<file path="src/rtl/sortable_fifo_queue_top_assert.svh">
// Assertion macros for the sortable FIFO queue.
`ifndef SORTABLE_FIFO_QUEUE_TOP_ASSERT_SVH
`define SORTABLE_FIFO_QUEUE_TOP_ASSERT_SVH

// Clocked check, disabled while reset is asserted.
`define SFQ_ASSERT(label, clk, rst_n, prop) \
  label: assert property (@(posedge clk) disable iff (!rst_n) (prop)) \
    else $error("sfq assertion failed");

// Clocked check that a condition never occurs, disabled while reset is asserted.
`define SFQ_ASSERT_NEVER(label, clk, rst_n, prop) \
  label: assert property (@(posedge clk) disable iff (!rst_n) !(prop)) \
    else $error("sfq forbidden condition seen");

`endif

</file>
<file path="src/rtl/sfq_pkg.sv">
// Shared types and constants for the sortable FIFO queue.
`timescale 1ns / 1ps
package sfq_pkg;

  localparam int ModeW  = 2;
  localparam int ValueW = 16;
  localparam int StatW  = 2;
  localparam int OccW   = 5;

  typedef enum logic [ModeW-1:0] {
    MODE_INSERT = 2'd0,
    MODE_SORT   = 2'd1,
    MODE_SERVE  = 2'd2
  } mode_e;

  typedef enum logic [StatW-1:0] {
    STAT_OK    = 2'd0,
    STAT_EMPTY = 2'd1,
    STAT_FULL  = 2'd2
  } status_e;

  typedef enum logic [1:0] {
    CELL_HOLD,
    CELL_SHIFT,
    CELL_INSERT,
    CELL_SORT
  } cell_op_e;

  typedef enum logic {
    ST_IDLE,
    ST_SORT
  } state_e;

  typedef struct packed {
    cell_op_e op;
    logic     phase;
  } cell_ctrl_t;

endpackage

</file>
<file path="src/rtl/sfq_cell.sv">
// One storage cell of the queue: holds an entry, shifts, loads or swaps with a neighbor.
`timescale 1ns / 1ps
module sfq_cell #(
  parameter int Idx   = 0,
  parameter int Depth = 16,
  parameter int CntW  = 5
) (
  input  logic                       clk_i,
  input  sfq_pkg::cell_ctrl_t        ctrl_i,
  input  logic [CntW-1:0]            count_i,
  input  logic [sfq_pkg::ValueW-1:0] ins_i,
  input  logic [sfq_pkg::ValueW-1:0] left_i,
  input  logic [sfq_pkg::ValueW-1:0] right_i,
  output logic [sfq_pkg::ValueW-1:0] val_o
);
  import sfq_pkg::*;

  localparam logic [CntW-1:0] IdxC   = CntW'(Idx);
  localparam logic [CntW-1:0] IdxP1C = CntW'(Idx + 1);
  localparam logic            Parity = 1'(Idx % 2);
  localparam bit              IsLast = (Idx == Depth - 1);
  localparam bit              IsFirst = (Idx == 0);

  logic [ValueW-1:0] val_q, val_d;
  logic              is_left;

  always_comb begin
    val_d   = val_q;
    is_left = (Parity == ctrl_i.phase);
    case (ctrl_i.op)
      CELL_INSERT: begin
        if (count_i == IdxC) val_d = ins_i;
      end
      CELL_SHIFT: begin
        if (!IsLast) val_d = right_i;
      end
      CELL_SORT: begin
        if (is_left) begin
          if (!IsLast && (IdxP1C < count_i) && (right_i > val_q)) val_d = right_i;
        end else begin
          if (!IsFirst && (IdxC < count_i) && (left_i < val_q)) val_d = left_i;
        end
      end
      default: val_d = val_q;
    endcase
  end

  always_ff @(posedge clk_i) begin
    val_q <= val_d;
  end

  assign val_o = val_q;

endmodule

</file>
<file path="src/rtl/sortable_fifo_queue_top.sv">
// Top level of the sortable FIFO queue: control sequencer, count and result register.
// Insert, serve and unused modes: the result is registered at the clock edge that takes the request.
// Sort: DEPTH odd-even exchange passes over the cell row, the last repeated until the result is loaded.
// One request in flight at a time; the next is taken once the result register is free.
// Reset clears count, sequencer and result valid; cell contents are undefined until written.
`timescale 1ns / 1ps
module sortable_fifo_queue_top #(
  parameter int DEPTH = 16
) (
  input  logic                       clk_i,
  input  logic                       rst_ni,
  input  logic                       in_valid_i,
  output logic                       in_ready_o,
  input  logic [sfq_pkg::ModeW-1:0]  mode_i,
  input  logic [sfq_pkg::ValueW-1:0] value_i,
  output logic                       out_valid_o,
  input  logic                       out_ready_i,
  output logic [sfq_pkg::ValueW-1:0] served_value_o,
  output logic [sfq_pkg::StatW-1:0]  status_o,
  output logic [sfq_pkg::OccW-1:0]   occupancy_o
);
  import sfq_pkg::*;
  `include "sortable_fifo_queue_top_assert.svh"

  localparam int CntW  = $clog2(DEPTH + 1);
  localparam int PassW = $clog2(DEPTH);
  localparam logic [CntW-1:0]  DepthC   = CntW'(DEPTH);
  localparam logic [PassW-1:0] LastPass = PassW'(DEPTH - 1);

  state_e            state_q, state_d;
  logic [CntW-1:0]   cnt_q, cnt_d;
  logic [PassW-1:0]  pass_q, pass_d;
  cell_ctrl_t        ctrl;
  logic              out_free, out_load;
  logic [ValueW-1:0] res_served;
  status_e           res_status;

  logic              out_valid_q;
  logic [ValueW-1:0] served_q;
  status_e           status_q;
  logic [OccW-1:0]   occ_q;

  logic [ValueW-1:0] cell_val [DEPTH];

  assign out_free   = !out_valid_q || out_ready_i;
  assign in_ready_o = (state_q == ST_IDLE) && out_free;

  always_comb begin
    state_d    = state_q;
    cnt_d      = cnt_q;
    pass_d     = pass_q;
    ctrl.op    = CELL_HOLD;
    ctrl.phase = pass_q[0];
    out_load   = 1'b0;
    res_served = '0;
    res_status = STAT_OK;
    case (state_q)
      ST_IDLE: begin
        if (in_valid_i && in_ready_o) begin
          case (mode_e'(mode_i))
            MODE_INSERT: begin
              out_load = 1'b1;
              if (cnt_q == DepthC) begin
                res_status = STAT_FULL;
              end else begin
                ctrl.op = CELL_INSERT;
                cnt_d   = cnt_q + 1'b1;
              end
            end
            MODE_SERVE: begin
              out_load = 1'b1;
              if (cnt_q == '0) begin
                res_status = STAT_EMPTY;
              end else begin
                ctrl.op    = CELL_SHIFT;
                res_served = cell_val[0];
                cnt_d      = cnt_q - 1'b1;
              end
            end
            MODE_SORT: begin
              state_d = ST_SORT;
              pass_d  = '0;
            end
            default: out_load = 1'b1;
          endcase
        end
      end
      ST_SORT: begin
        ctrl.op = CELL_SORT;
        if (pass_q == LastPass) begin
          if (out_free) begin
            out_load = 1'b1;
            state_d  = ST_IDLE;
          end
        end else begin
          pass_d = pass_q + 1'b1;
        end
      end
      default: state_d = ST_IDLE;
    endcase
  end

  always_ff @(posedge clk_i or negedge rst_ni) begin
    if (!rst_ni) begin
      state_q     <= ST_IDLE;
      cnt_q       <= '0;
      pass_q      <= '0;
      out_valid_q <= 1'b0;
    end else begin
      state_q <= state_d;
      cnt_q   <= cnt_d;
      pass_q  <= pass_d;
      if (out_load) out_valid_q <= 1'b1;
      else if (out_ready_i) out_valid_q <= 1'b0;
    end
  end

  always_ff @(posedge clk_i) begin
    if (out_load) begin
      served_q <= res_served;
      status_q <= res_status;
      occ_q    <= OccW'(cnt_d);
    end
  end

  for (genvar i = 0; i < DEPTH; i++) begin : g_cell
    logic [ValueW-1:0] left_v, right_v;
    if (i == 0) begin : g_first
      assign left_v = cell_val[i];
    end else begin : g_mid_l
      assign left_v = cell_val[i-1];
    end
    if (i == DEPTH - 1) begin : g_last
      assign right_v = cell_val[i];
    end else begin : g_mid_r
      assign right_v = cell_val[i+1];
    end
    sfq_cell #(
      .Idx  (i),
      .Depth(DEPTH),
      .CntW (CntW)
    ) u_cell (
      .clk_i  (clk_i),
      .ctrl_i (ctrl),
      .count_i(cnt_q),
      .ins_i  (value_i),
      .left_i (left_v),
      .right_i(right_v),
      .val_o  (cell_val[i])
    );
  end

  assign out_valid_o    = out_valid_q;
  assign served_value_o = served_q;
  assign status_o       = status_q;
  assign occupancy_o    = occ_q;

  `SFQ_ASSERT(a_cnt_bound, clk_i, rst_ni, cnt_q <= DepthC)
  `SFQ_ASSERT(a_sort_blocks, clk_i, rst_ni, (state_q == ST_SORT) |-> !in_ready_o)
  `SFQ_ASSERT(a_empty_cnt, clk_i, rst_ni,
              (out_valid_q && status_q == STAT_EMPTY) |-> (cnt_q == '0))
  `SFQ_ASSERT(a_served_ok, clk_i, rst_ni,
              (out_valid_q && served_q != '0) |-> (status_q == STAT_OK))
  `SFQ_ASSERT_NEVER(a_ready_blocked, clk_i, rst_ni, in_ready_o && out_valid_q && !out_ready_i)

endmodule

</file>
<file path="config.mk">
export PLATFORM = sky130hd
export DESIGN_NAME = sortable_fifo_queue_top
export DESIGN_NICKNAME = d
export VERILOG_FILES = /design/src/rtl/sfq_pkg.sv /design/src/rtl/sfq_cell.sv /design/src/rtl/sortable_fifo_queue_top.sv
export VERILOG_INCLUDE_DIRS = /design/src /design/src/rtl
export SDC_FILE = /design/constraint.sdc
export NUM_CORES = 1
export LEC_CHECK = 0
export CAP_MARGIN = 20
export CORE_MARGIN = 3
export CORE_UTILIZATION = 65
export CTS_CLUSTER_DIAMETER = 30
export DETAILED_ROUTE_END_ITERATION = 6
export DONT_BUFFER_PORTS = 1
export GPL_ROUTABILITY_DRIVEN = 0
export MAX_ROUTING_LAYER = met4
export PLACE_DENSITY = 0.81
export SETUP_SLACK_MARGIN = 0.2
export SYNTH_ARGS = -nofsm -noshare
export SYNTH_HDL_FRONTEND = slang
export SYNTH_SLANG_ARGS = --single-unit
</file>
<file path="constraint.sdc">
create_clock -name clk_i -period 5.55 [get_ports clk_i]
set_clock_uncertainty 0.1 [all_clocks]
set_input_delay 1.11 -clock clk_i [delete_from_list [all_inputs] [get_ports clk_i]]
set_output_delay 1.11 -clock clk_i [all_outputs]
set_load 0.01 [all_outputs]
</file>
# Yosys cells after proc, flatten, opt, wreduce, memory -nomap -nowiden
# Cells that the tools add are included.
classes:
  n_addsub: 3
  multipliers: 0
  div_mod_pow: 0
  order_cmp: 45
  eq_ne: 72
  n_shift: 0
  mux: 107
  bitwise_logic: 3
  reduce_logical: 58
ops:
  columns: ["cell", "count"]
  rows:
  - ["2-to-1 mux 16 bit", 62]
  - ["one-hot mux 16 bit (3 select lines)", 15]
  - ["greater-than comparator 16 bit", 15]
  - ["< comparator 16 bit", 15]
  - ["!= test 3 x 2 -> 1 bit (second input constant)", 28]
  - ["AND reduction 4 bit", 16]
  - ["equality test 5 x 4 -> 1 bit (second input constant)", 8]
  - ["< comparator 4 x 5 -> 1 bit (first input constant)", 8]
  - ["!= test 2 x 1 -> 1 bit (second input constant)", 19]
  - ["logical AND 1 bit", 32]
  - ["one-hot mux 16 bit (2 select lines)", 1]
  - ["equality test 5 x 3 -> 1 bit (second input constant)", 4]
  - ["< comparator 3 x 5 -> 1 bit (first input constant)", 4]
  - ["2-to-1 mux 5 bit", 4]
  - ["2-to-1 mux 1 bit", 12]
  - ["2-to-1 mux 4 bit", 3]
  - ["one-hot mux 2 bit (2 select lines)", 3]
  - ["equality test 5 x 2 -> 1 bit (second input constant)", 2]
  - ["< comparator 2 x 5 -> 1 bit (first input constant)", 2]
  - ["one-hot mux 5 bit (2 select lines)", 1]
  - ["one-hot mux 4 bit (2 select lines)", 1]
  - ["equality test 2 bit (second input constant)", 3]
  - ["2-to-1 mux 2 bit", 3]
  - ["!= test 2 bit (second input constant)", 3]
  - ["other kinds (19)", 24]
totals:
  ff_bits: 290
  latch_bits: 0
  ramBits: 0
  romBits: 0
  output_inout_bits: 25
  wordCells: 311
  memories: 0

# Depth between registers and ports, before layout
# Gate-level depths: netlist (run 1).
logic_depth:
  word_depth: 9
  ltp_mapped: 12

# By module
# Synthesis (run 1) repeated with hierarchy kept, for this count alone.
hier_totals:
  hier_cells: 3055
  area_unflattened_um2: 28514.8
by_module_without_submodules:
  columns: ["module", "instances", "cells_each", "area_per_inst_um2"]
  rows:
  - ["sfq_cell (g_cell[2].u_cell)", 1, 199, 1805.5]
  - ["sfq_cell (g_cell[12].u_cell)", 1, 199, 1784.2]
  - ["sfq_cell (g_cell[13].u_cell)", 1, 198, 1779.2]
  - ["sfq_cell (g_cell[7].u_cell)", 1, 196, 1779.2]
  - ["sfq_cell (g_cell[8].u_cell)", 1, 200, 1766.7]
  - ["sfq_cell (g_cell[9].u_cell)", 1, 198, 1765.4]
  - ["sfq_cell (g_cell[5].u_cell)", 1, 195, 1762.9]
  - ["sfq_cell (g_cell[11].u_cell)", 1, 195, 1761.7]
  - ["sfq_cell (g_cell[10].u_cell)", 1, 200, 1759.2]
  - ["sfq_cell (g_cell[1].u_cell)", 1, 199, 1757.9]
  - ["sfq_cell (g_cell[6].u_cell)", 1, 199, 1755.4]
  - ["sfq_cell (g_cell[4].u_cell)", 1, 197, 1751.7]
  - ["sfq_cell (g_cell[14].u_cell)", 1, 181, 1721.7]
  - ["sfq_cell (g_cell[3].u_cell)", 1, 177, 1700.4]
  - ["+3 rows", null, null, null]

# Least setup slack after synthesis (run 1)
# Ideal clock, no wire load.
synth_path:
  kind: "input -> register"
  from: "in out_ready_i"
  to: "reg g_cell[9].u_cell.val_q[0], enable pin"
  setup_time_ns: 0.430
  t_arrival_ns: 3.636
  t_required_ns: 5.020
  slack_ns: 1.384
  path_stages: 4
  n_path_buf: 0
  path_cell_list: "nor2b_1 -> nor4b_1 -> a21oi_1 -> nor4_1"
synth_between:
  elab_chain_cells: 8
  elab_cells_between_ends: 13
synth_lines:
  columns: ["element", "line_no", "text"]
  rows:
  - ["start, declared", "sortable_fifo_queue_top.sv:17", "input logic out_ready_i,"]
  - ["logical OR 1 bit (*)", "sortable_fifo_queue_top.sv:45", "assign out_free = !out_valid_q || out_ready_i;"]
  - ["logical AND 1 bit (*)", "sortable_fifo_queue_top.sv:46", "assign in_ready_o = (state_q == ST_IDLE) && out_free;"]
  - ["logical AND 1 bit (*)", "sortable_fifo_queue_top.sv:59", "if (in_valid_i && in_ready_o) begin"]
  - ["2-to-1 mux 2 bit (*)", "sortable_fifo_queue_top.sv:59", null]
  - ["one-hot mux 2 bit (2 select lines) (*)", "sortable_fifo_queue_top.sv:57", "case (state_q)"]
  - ["equality test 2 bit or equality test 2 x 1 -> 1 bit (tied branches)", "sfq_cell.sv:30", "case (ctrl_i.op)"]
  - ["!= test 3 x 2 -> 1 bit (no source line), or another cell as far along", null, null]
  - ["AND reduction 4 bit (no source line) (*)", null, null]
  - ["end signal, assigned", "sfq_cell.sv:49", "val_q <= val_d;"]
  - ["end, declared", "sfq_cell.sv:24", "logic [ValueW-1:0] val_q, val_d;"]
# Every way passes the cells marked *; elsewhere a longest branch is shown, timed or not.
# A chain may end at the register's enable or synchronous reset.

# Worst setup path after layout (run 1)
layout_path:
  from: "reg cnt_q[1]"
  to: "reg g_cell[3].u_cell.val_q[10], enable pin"
layout_between:
  elab_chain_cells: 8
  elab_cells_between_ends: 20
layout_lines:
  columns: ["element", "line_no", "text"]
  rows:
  - ["start, declared", "sortable_fifo_queue_top.sv:31", "logic [CntW-1:0] cnt_q, cnt_d;"]
  - ["start signal, assigned", "sortable_fifo_queue_top.sv:111", "cnt_q <= cnt_d;"]
  - ["equality test 5 bit or logical NOT 5 bit (tied branches)", "sortable_fifo_queue_top.sv:63, sortable_fifo_queue_top.sv:72", null]
  - ["2-to-1 mux 2 bit or 2-to-1 mux 1 bit (tied branches)", "sortable_fifo_queue_top.sv:63, sortable_fifo_queue_top.sv:72", null]
  - ["one-hot mux 2 bit (2 select lines)", "sortable_fifo_queue_top.sv:60", "case (mode_e'(mode_i))"]
  - ["2-to-1 mux 2 bit", "sortable_fifo_queue_top.sv:59", null]
  - ["one-hot mux 2 bit (2 select lines)", "sortable_fifo_queue_top.sv:57", null]
  - ["equality test 2 bit or equality test 2 x 1 -> 1 bit (tied branches)", "sfq_cell.sv:30", null]
  - ["!= test 3 x 2 -> 1 bit (no source line), or another cell as far along", null, null]
  - ["AND reduction 4 bit (no source line) (*)", null, null]
  - ["end signal, assigned", "sfq_cell.sv:49", null]
  - ["end, declared", "sfq_cell.sv:24", null]
# Marks and branches as above.

==> qor.txt, run 1 <==
RUN STATUS
--------------------------------------------------------------------------------
Outcome ........................................................... finished, final reports clean

LOGIC SYNTHESIS
--------------------------------------------------------------------------------
Async SR Flop Fraction ............................................        3.79%
Net count after synthesis .........................................         2046
Synth Cell Area ...................................................   18900 um^2
EDFF count, synth .................................................          279
Ys flop type ......................................................     edfxtp_1
Number of library cell types mapped by synthesis ..................           63
Gate Count Post-Synth .............................................         1788
Yosys warnings ....................................................            0
Largest area contributor in the netlist ...........................     edfxtp_1
Part of the Yosys area used for sequential elements ...............        45.7%
Mapped Avg Cell Area ..............................................    10.6 um^2
Main area contributors after synthesis ............................ edfxtp_1 44%, ha_1 16%, a22oi_1 7.5%, nand2_1 5.5%, inv_1 3.8%
Share of the synthesized area in the top cell type ................        44.3%
Number of flip-flops and latches in the synthesized netlist .......          290

TIMING
--------------------------------------------------------------------------------
Min Tclk post-route ...............................................      3.94 ns
Transition time at the pin with the least slew margin .............      1.08 ns
Final setup viols .................................................            0
Max frequency .....................................................      254 MHz
Crit share post-route .............................................        71.0%
Count of final max-slew check failures ............................            0
Final hold vios ...................................................            0
Setup repair after global routing missed its margin ...............           no
Final Hold Slack ..................................................     0.160 ns
Sum of negative setup slack .......................................         0 ns
Worst slew margin relative to its limit ...........................        26.8%

CRITICAL PATH
--------------------------------------------------------------------------------
Slack of the worst reg-to-reg path ................................      1.61 ns
Cell count of the worst reg-to-reg path ...........................            9
Arrival time of the worst setup path ..............................      4.09 ns
Worst path top cell family by delay ............................... simple AND/OR/NAND/NOR gates
Kind of capture point of the worst setup path .....................         flop
Critical register-to-register path endpoint ....................... g_cell[3].u_cell.val_o[10]$_DFFE_PP_
Path type of the worst setup path ................................. flop to flop
Ordered list of cells on the worst path ........................... inv_1, ha_1, nor3b_1, a211oi_1, nand2_1, nor2_1, a21oi_1, nor3b_2, buf_6
Reg2Reg Launch Point .............................................. cnt_q[1]$_DFF_PN0_
Maximum cell stage delay along the critical path ..................      0.61 ns
Data required time at the worst endpoint ..........................      5.70 ns
Top fanout value on the critical path .............................           13
Buffer and inverter count on the worst path .......................            2
Element type at the critical path start ...........................         flop
Cell with the largest stage delay on the worst path ...............     a211oi_1

FINISH
--------------------------------------------------------------------------------
Diode insertion count for antenna repair ..........................            0
Fraction of final layout cells with drive strength greater than 1 .        12.1%
Number of filler cells placed in the layout .......................         1752
Net count of the finished layout ..................................         2056
Layout-stage area growth over the synthesis result ................        12.6%
Post-route standard cell area excluding fillers ...................   21300 um^2

ROUTING
--------------------------------------------------------------------------------
ANT nets after route ..............................................            0
Detailed-routed wire length on met3 ...............................      6.31 mm
DRC Markers .......................................................            0
Avg WL per Cell ...................................................      25.5 um
Count of TritonRoute iterations in the first routing pass .........            7
Mean number of vias per cell ......................................         7.08
Top layer reached by signal wires .................................         met4
Wirelength, routed ................................................      56.7 mm
WL met1 ...........................................................      20.0 mm
Met2 wire length ..................................................      26.9 mm
Routed via count ..................................................        15779
DRT iter0 DRCs ....................................................         2456

PLACE
--------------------------------------------------------------------------------
Area after detailed placement .....................................   19100 um^2
Buffers added on ports ............................................            0
Hpwl dp ...........................................................      36.9 mm

FLOORPLANNING
--------------------------------------------------------------------------------
Num rows ..........................................................           61
IO Count ..........................................................           47
Die Y-Extent ......................................................       177 um
Effective utilization at floorplan ................................        67.0%
Area of the core ..................................................   28200 um^2
Total die area ....................................................   31200 um^2
Die Span X ........................................................       177 um

CLOCKING
--------------------------------------------------------------------------------
Buffer levels on the longest clock path ...........................            3
Post-cts gate resize count ........................................            0
Maximum level of the CTS H-tree ...................................            3
Number of buffers added for setup after CTS .......................            0
Number of buffers inserted during clock tree synthesis ............           67
Post-CTS Hold Fix Bufs ............................................            0
Root Buffer .......................................................    clkbuf_16
CTS tree ..........................................................         done
TritonCTS sink count ..............................................          290
Clock slew at reported path FFs ...................................      0.05 ns
Insertion delay of the later-clocked pin in the worst-skew pair ...      0.56 ns

GRT
--------------------------------------------------------------------------------
Initial antenna violation count ...................................            1
Global-route wire length before repair ............................      88.0 mm
Global-route usage over all layers ................................        37.3%
Vias in the first global route ....................................        15989
Largest net degree at the start of global routing .................           78
Total congestion overflow .........................................            0

FLOW RUN
--------------------------------------------------------------------------------
# Max-Cap Violations ..............................................            0

HOLD PATH
--------------------------------------------------------------------------------
Type of the worst min-delay path .................................. input port to async pin

==> cells in the final DEF (no fill, tap or decap), types with 27 or more instances in the layout <==
| cell | netlist | final |
|---|---|---|
| clkbuf_16 | 0 | 68 |
| a22oi_2 | 38 | 38 |
| a22oi_1 | 189 | 189 |
| a21oi_1 | 93 | 93 |
| ha_1 | 236 | 236 |
| inv_1 | 193 | 193 |
| nor2_1 | 35 | 35 |
| edfxtp_1 | 279 | 279 |
| a21o_1 | 27 | 27 |
| o21ai_0 | 54 | 54 |
| nand2_1 | 278 | 278 |
| nand4_1 | 33 | 33 |
==> layout make-up <==
cell class | count | area (um^2) | area share, %
Inverter | 193 | 724 | 3.40
Multi-Input combinational cell | 1221 | 9060 | 42.5
Timing Repair Buffer | 25 | 223 | 1.05
Tap cell | 378 | 473 | 2.22
Clock inverter | 39 | 410 | 1.93
Sequential cell | 290 | 8650 | 40.6
Clock buffer | 82 | 1750 | 8.24
==> state kept, by name (all words and copies together) (netlist names) <==
register and cells:
occupancy_o 5, cnt_q 5, pass_q 4, out_valid_o 1
status_o 2, served_value_o 16, state_q 1, g_cell.u_cell.val_o 256
==> stage by stage <==
step | cells | utilization [%] | setup WS, ns
2_1_floorplan | 1788 | - | 1.38
3_3_place_gp | 2102 | 67.5 | 1.38
3_5_place_dp | 2103 | 67.5 | 1.18
4_1_cts | 2224 | 75.2 | 1.68
5_1_grt | 2228 | 75.4 | 1.33
6_report | 2228 | 75.4 | 1.61
==> synthesized netlist by cell type, types with 9 or more instances <==
cell type / number
a21oi_1: 93
ha_1: 236
dfrtp_1: 11
a22oi_2: 38
nor2_1: 35
nor3b_1: 10
nand2b_1: 15
buf_1: 13
nand2_4: 13
clkbuf_1: 32
inv_1: 193
a2111oi_0: 9
nor2b_1: 12
nand4_1: 33
nor3_1: 19
buf_6: 31
a22oi_1: 189
and3_1: 17
nand2_1: 278
a211oi_1: 15
a21o_1: 27
edfxtp_1: 279
mux2_2: 16
o21ai_0: 54
nand3_1: 19
==> kinds of logic after synthesis <==
family | share of synthesized area [%]
compound gates | 18.5
xor+xnor | 0.232
fa+ha+maj | 15.6
buf+inv | 6.83
flops | 45.7
mux | 0.952
simple gates | 12.1
==> worst max path at each step <==
stage	from	end	cells past startpoint
final	cnt_q[1]$_DFF_PN0_	g_cell[3].u_cell.val_o[10]$_DFFE_PP_	9
after global routing	cnt_q[1]$_DFF_PN0_	g_cell[3].u_cell.val_o[10]$_DFFE_PP_	9
after CTS	state_q$_DFF_PN0_	g_cell[2].u_cell.val_o[14]$_DFFE_PP_	4
after detailed placement	out_ready_i	g_cell[2].u_cell.val_o[5]$_DFFE_PP_	5
after global placement	out_ready_i	g_cell[2].u_cell.val_o[5]$_DFFE_PP_	5
after floorplan	out_ready_i	g_cell[9].u_cell.val_o[0]$_DFFE_PP_	4
==> layer usage <==
metal / global-route usage, % / vias up
met5: - / -
met4: 20.2 / 0
met3: 8.49 / 307
met2: 59.4 / 1216
met1: 44.3 / 7543
li1: - / 6713
Power of run 1 is not shown: default switching activity piles up to over one toggle a cycle in this logic, so the estimate is an artifact.
==> run 2, diff against run 1 <==
--- a/config.mk
+++ b/config.mk
@@ -6,6 +6,7 @@
 export SDC_FILE = /design/constraint.sdc
 export NUM_CORES = 1
 export LEC_CHECK = 0
+export ABC_AREA = 1
 export CAP_MARGIN = 20
 export CORE_MARGIN = 3
 export CORE_UTILIZATION = 65
==> constraint.sdc (replaced) <==
create_clock -name clk_i -period 3.83 [get_ports clk_i]
set_clock_uncertainty 0.1 [all_clocks]
set_input_delay 0.766 -clock clk_i [delete_from_list [all_inputs] [get_ports clk_i]]
set_output_delay 0.766 -clock clk_i [all_outputs]
set_load 0.01 [all_outputs]
==> qor.txt, run 2 <==
RUN STATUS
-------------------------------------------------------------------------------------
Outcome ................................................................ finished, final reports clean

LOGIC SYNTHESIS
-------------------------------------------------------------------------------------
Mapped Avg Cell Area ...................................................    9.78 um^2
Ys flop type ...........................................................     edfxtp_1
Part of the Yosys area used for sequential elements ....................        46.2%
Count leader, synth ....................................................        inv_1
Async SR Flop Fraction .................................................        3.79%
Largest area contributor in the netlist ................................     edfxtp_1
Share of the synthesized area in the top cell type .....................        44.8%
Yosys warnings .........................................................            0
Number of library cell types mapped by synthesis .......................           40
Net count after synthesis ..............................................         2171
Main area contributors after synthesis ................................. edfxtp_1 45%, ha_1 16%, o221ai_1 11%, inv_1 7.0%, nand2_1 6.3%
EDFF count, synth ......................................................          279
Cell types with the highest counts after synthesis ..................... 350 x inv_1, 315 x nand2_1, 279 x edfxtp_1, 236 x ha_1, 225 x o221ai_1
Number of flip-flops and latches in the synthesized netlist ............          290
Synth Cell Area ........................................................   18700 um^2
Gate Count Post-Synth ..................................................         1913

GRT
-------------------------------------------------------------------------------------
Global-route usage over all layers .....................................        32.0%
Total congestion overflow ..............................................            0
Largest net degree at the start of global routing ......................          112
Vias in the first global route .........................................        15525
Initial antenna violation count ........................................            0
Global-route wire length before repair .................................      77.1 mm

FINISH
-------------------------------------------------------------------------------------
Layout-stage area growth over the synthesis result .....................        13.6%
Most frequent standard cell in the layout excluding fill and tap cells .        inv_1
Net count of the finished layout .......................................         2194
Fraction of final layout cells with drive strength greater than 1 ......        8.43%
Diode insertion count for antenna repair ...............................            0
Post-route standard cell area excluding fillers ........................   21300 um^2
Leading cell types in the layout, fill and taps excluded ............... 350 x inv_1, 315 x nand2_1, 279 x edfxtp_1
Number of filler cells placed in the layout ............................         1799
Flip-flop count of the largest register, all copies and words added ....          256

FLOW RUN
-------------------------------------------------------------------------------------
# Max-Cap Violations ...................................................            0

TIMING
-------------------------------------------------------------------------------------
Final hold vios ........................................................            0
Worst slew margin relative to its limit ................................        45.3%
Final setup viols ......................................................            0
Transition time at the pin with the least slew margin ..................     0.820 ns
Max frequency ..........................................................      318 MHz
Min Tclk post-route ....................................................      3.15 ns
Setup repair after global routing missed its margin ....................           no
Crit share post-route ..................................................        82.2%
Count of final max-slew check failures .................................            0
Sum of negative setup slack ............................................         0 ns

CLOCKING
-------------------------------------------------------------------------------------
Number of buffers added for setup after CTS ............................            0
TritonCTS sink count ...................................................          290
Root Buffer ............................................................    clkbuf_16
Number of buffers inserted during clock tree synthesis .................           69
Insertion delay of the later-clocked pin in the worst-skew pair ........      0.56 ns
Maximum level of the CTS H-tree ........................................            3
CTS tree ...............................................................         done
Buffer levels on the longest clock path ................................            3
Clock slew at reported path FFs ........................................      0.04 ns

ROUTING
-------------------------------------------------------------------------------------
DRT iter0 DRCs .........................................................         1724
Mean number of vias per cell ...........................................         6.44
Wirelength, routed .....................................................      48.7 mm
Avg WL per Cell ........................................................      20.6 um
Routed via count .......................................................        15260
ANT nets after route ...................................................            0
DRC Markers ............................................................            0
Count of TritonRoute iterations in the first routing pass ..............            6

CRITICAL PATH
-------------------------------------------------------------------------------------
Arrival time of the worst setup path ...................................      3.34 ns
Path type of the worst setup path ...................................... flop to flop
Cell with the largest stage delay on the worst path ....................      dfrtp_1
Element type at the critical path start ................................         flop
Data required time at the worst endpoint ...............................      4.02 ns
Ordered list of cells on the worst path ................................ inv_1, ha_1, inv_1, nor2_1, nand2_2, nand2_4, nor2_8, nor2_8, o21ai_0, nand2_1, nor2_1, buf_4
Kind of capture point of the worst setup path ..........................         flop
Top fanout value on the critical path ..................................           23
Maximum cell stage delay along the critical path .......................      0.48 ns

PLACE
-------------------------------------------------------------------------------------
Area after detailed placement ..........................................   19000 um^2
Buffers added on ports .................................................            0
Hpwl dp ................................................................      33.3 mm

FLOORPLANNING
-------------------------------------------------------------------------------------
Die Y-Extent ...........................................................       176 um
Effective utilization at floorplan .....................................        66.6%
Area of the core .......................................................   28100 um^2
Die Span X .............................................................       176 um
IO Count ...............................................................           47
Num rows ...............................................................           61
Total die area .........................................................   30900 um^2

HOLD PATH
-------------------------------------------------------------------------------------
Type of the worst min-delay path ....................................... input port to flop

## run 2: worst paths after layout
kind | startpoint | to | slack, ns | depth (start not counted)
hold / removal | value_i[0] | g_cell[15].u_cell.val_o[0]$_DFFE_PP_ | 0.30 | 2
min in group asynchronous | rst_ni | cnt_q[1]$_DFF_PN0_ | 0.55 | 1
max in group asynchronous | rst_ni | out_valid_o$_DFFE_PN0P_ | 2.70 | 1
setup reg to reg | cnt_q[0]$_DFF_PN0_ | g_cell[14].u_cell.val_o[4]$_DFFE_PP_ | 0.68 | 12
setup / recovery | cnt_q[0]$_DFF_PN0_ | g_cell[14].u_cell.val_o[4]$_DFFE_PP_ | 0.68 | 12
hold reg to reg | pass_q[3]$_DFFE_PN0P_ | pass_q[3]$_DFFE_PN0P_ | 0.44 | 2
## run 2: what timing repair did
item	CTS	global route
endpoints found under the hold margin	11	0
hold buffers	1	0
resized for setup	0	0
setup endpoints to repair	0	0
## run 2: area by class of cell
class / count / area [um^2] / share of cell area [%]
clock buffer: 80 / 1790 / 8.42
sequential: 290 / 8650 / 40.7
inverter: 357 / 1340 / 6.31
timing repair buffer: 29 / 233 / 1.09
tap: 378 / 473 / 2.22
multi-input combinational: 1189 / 8280 / 38.9
clock inverter: 47 / 494 / 2.32
## run 2: stage by stage
step / utilization (%) / cells / hold WS [ns] / setup WS, ns
6_report: 75.7 / 2370 / 0.301 / 0.682
5_1_grt: 75.7 / 2370 / 0.303 / 0.574
4_1_cts: 75.7 / 2370 / 0.290 / 0.856
3_5_place_dp: 67.5 / 2242 / 0.371 / 0.873
3_3_place_gp: 67.5 / 2242 / 0.371 / 0.953
2_1_floorplan: - / 1913 / 0.370 / 0.412
## run 2: worst max-delay path, delay by kind of cell (launching register included)
kind / cells / cell delay (ns)
simple gates: 7 / 1.23
buf+inv: 3 / 0.58
flops: 1 / 0.48
fa+ha+maj: 1 / 0.23
compound gates: 1 / 0.23
## run 2: logic make-up (layout without fill, tap and decap cells)
group	Yosys count	in the layout	synth area share, %
flops	290	290	46.2
simple gates	514	514	11.7
compound gates	435	435	16.4
fa+ha+maj	236	236	15.8
buf+inv	434	513	9.62
xor+xnor	4	4	0.187
## run 2: layer usage
layer,GRT usage (%),wire length [um],part of all wire [%],up-vias
met2,52.6,23900,49,802
met3,5.02,3810,7.8,171
met5,-,0,0,-
met4,16.7,2410,4.9,0
met1,38.1,18600,38,7331
li1,-,-,-,6956
Power of run 2 is left out for the same reason.
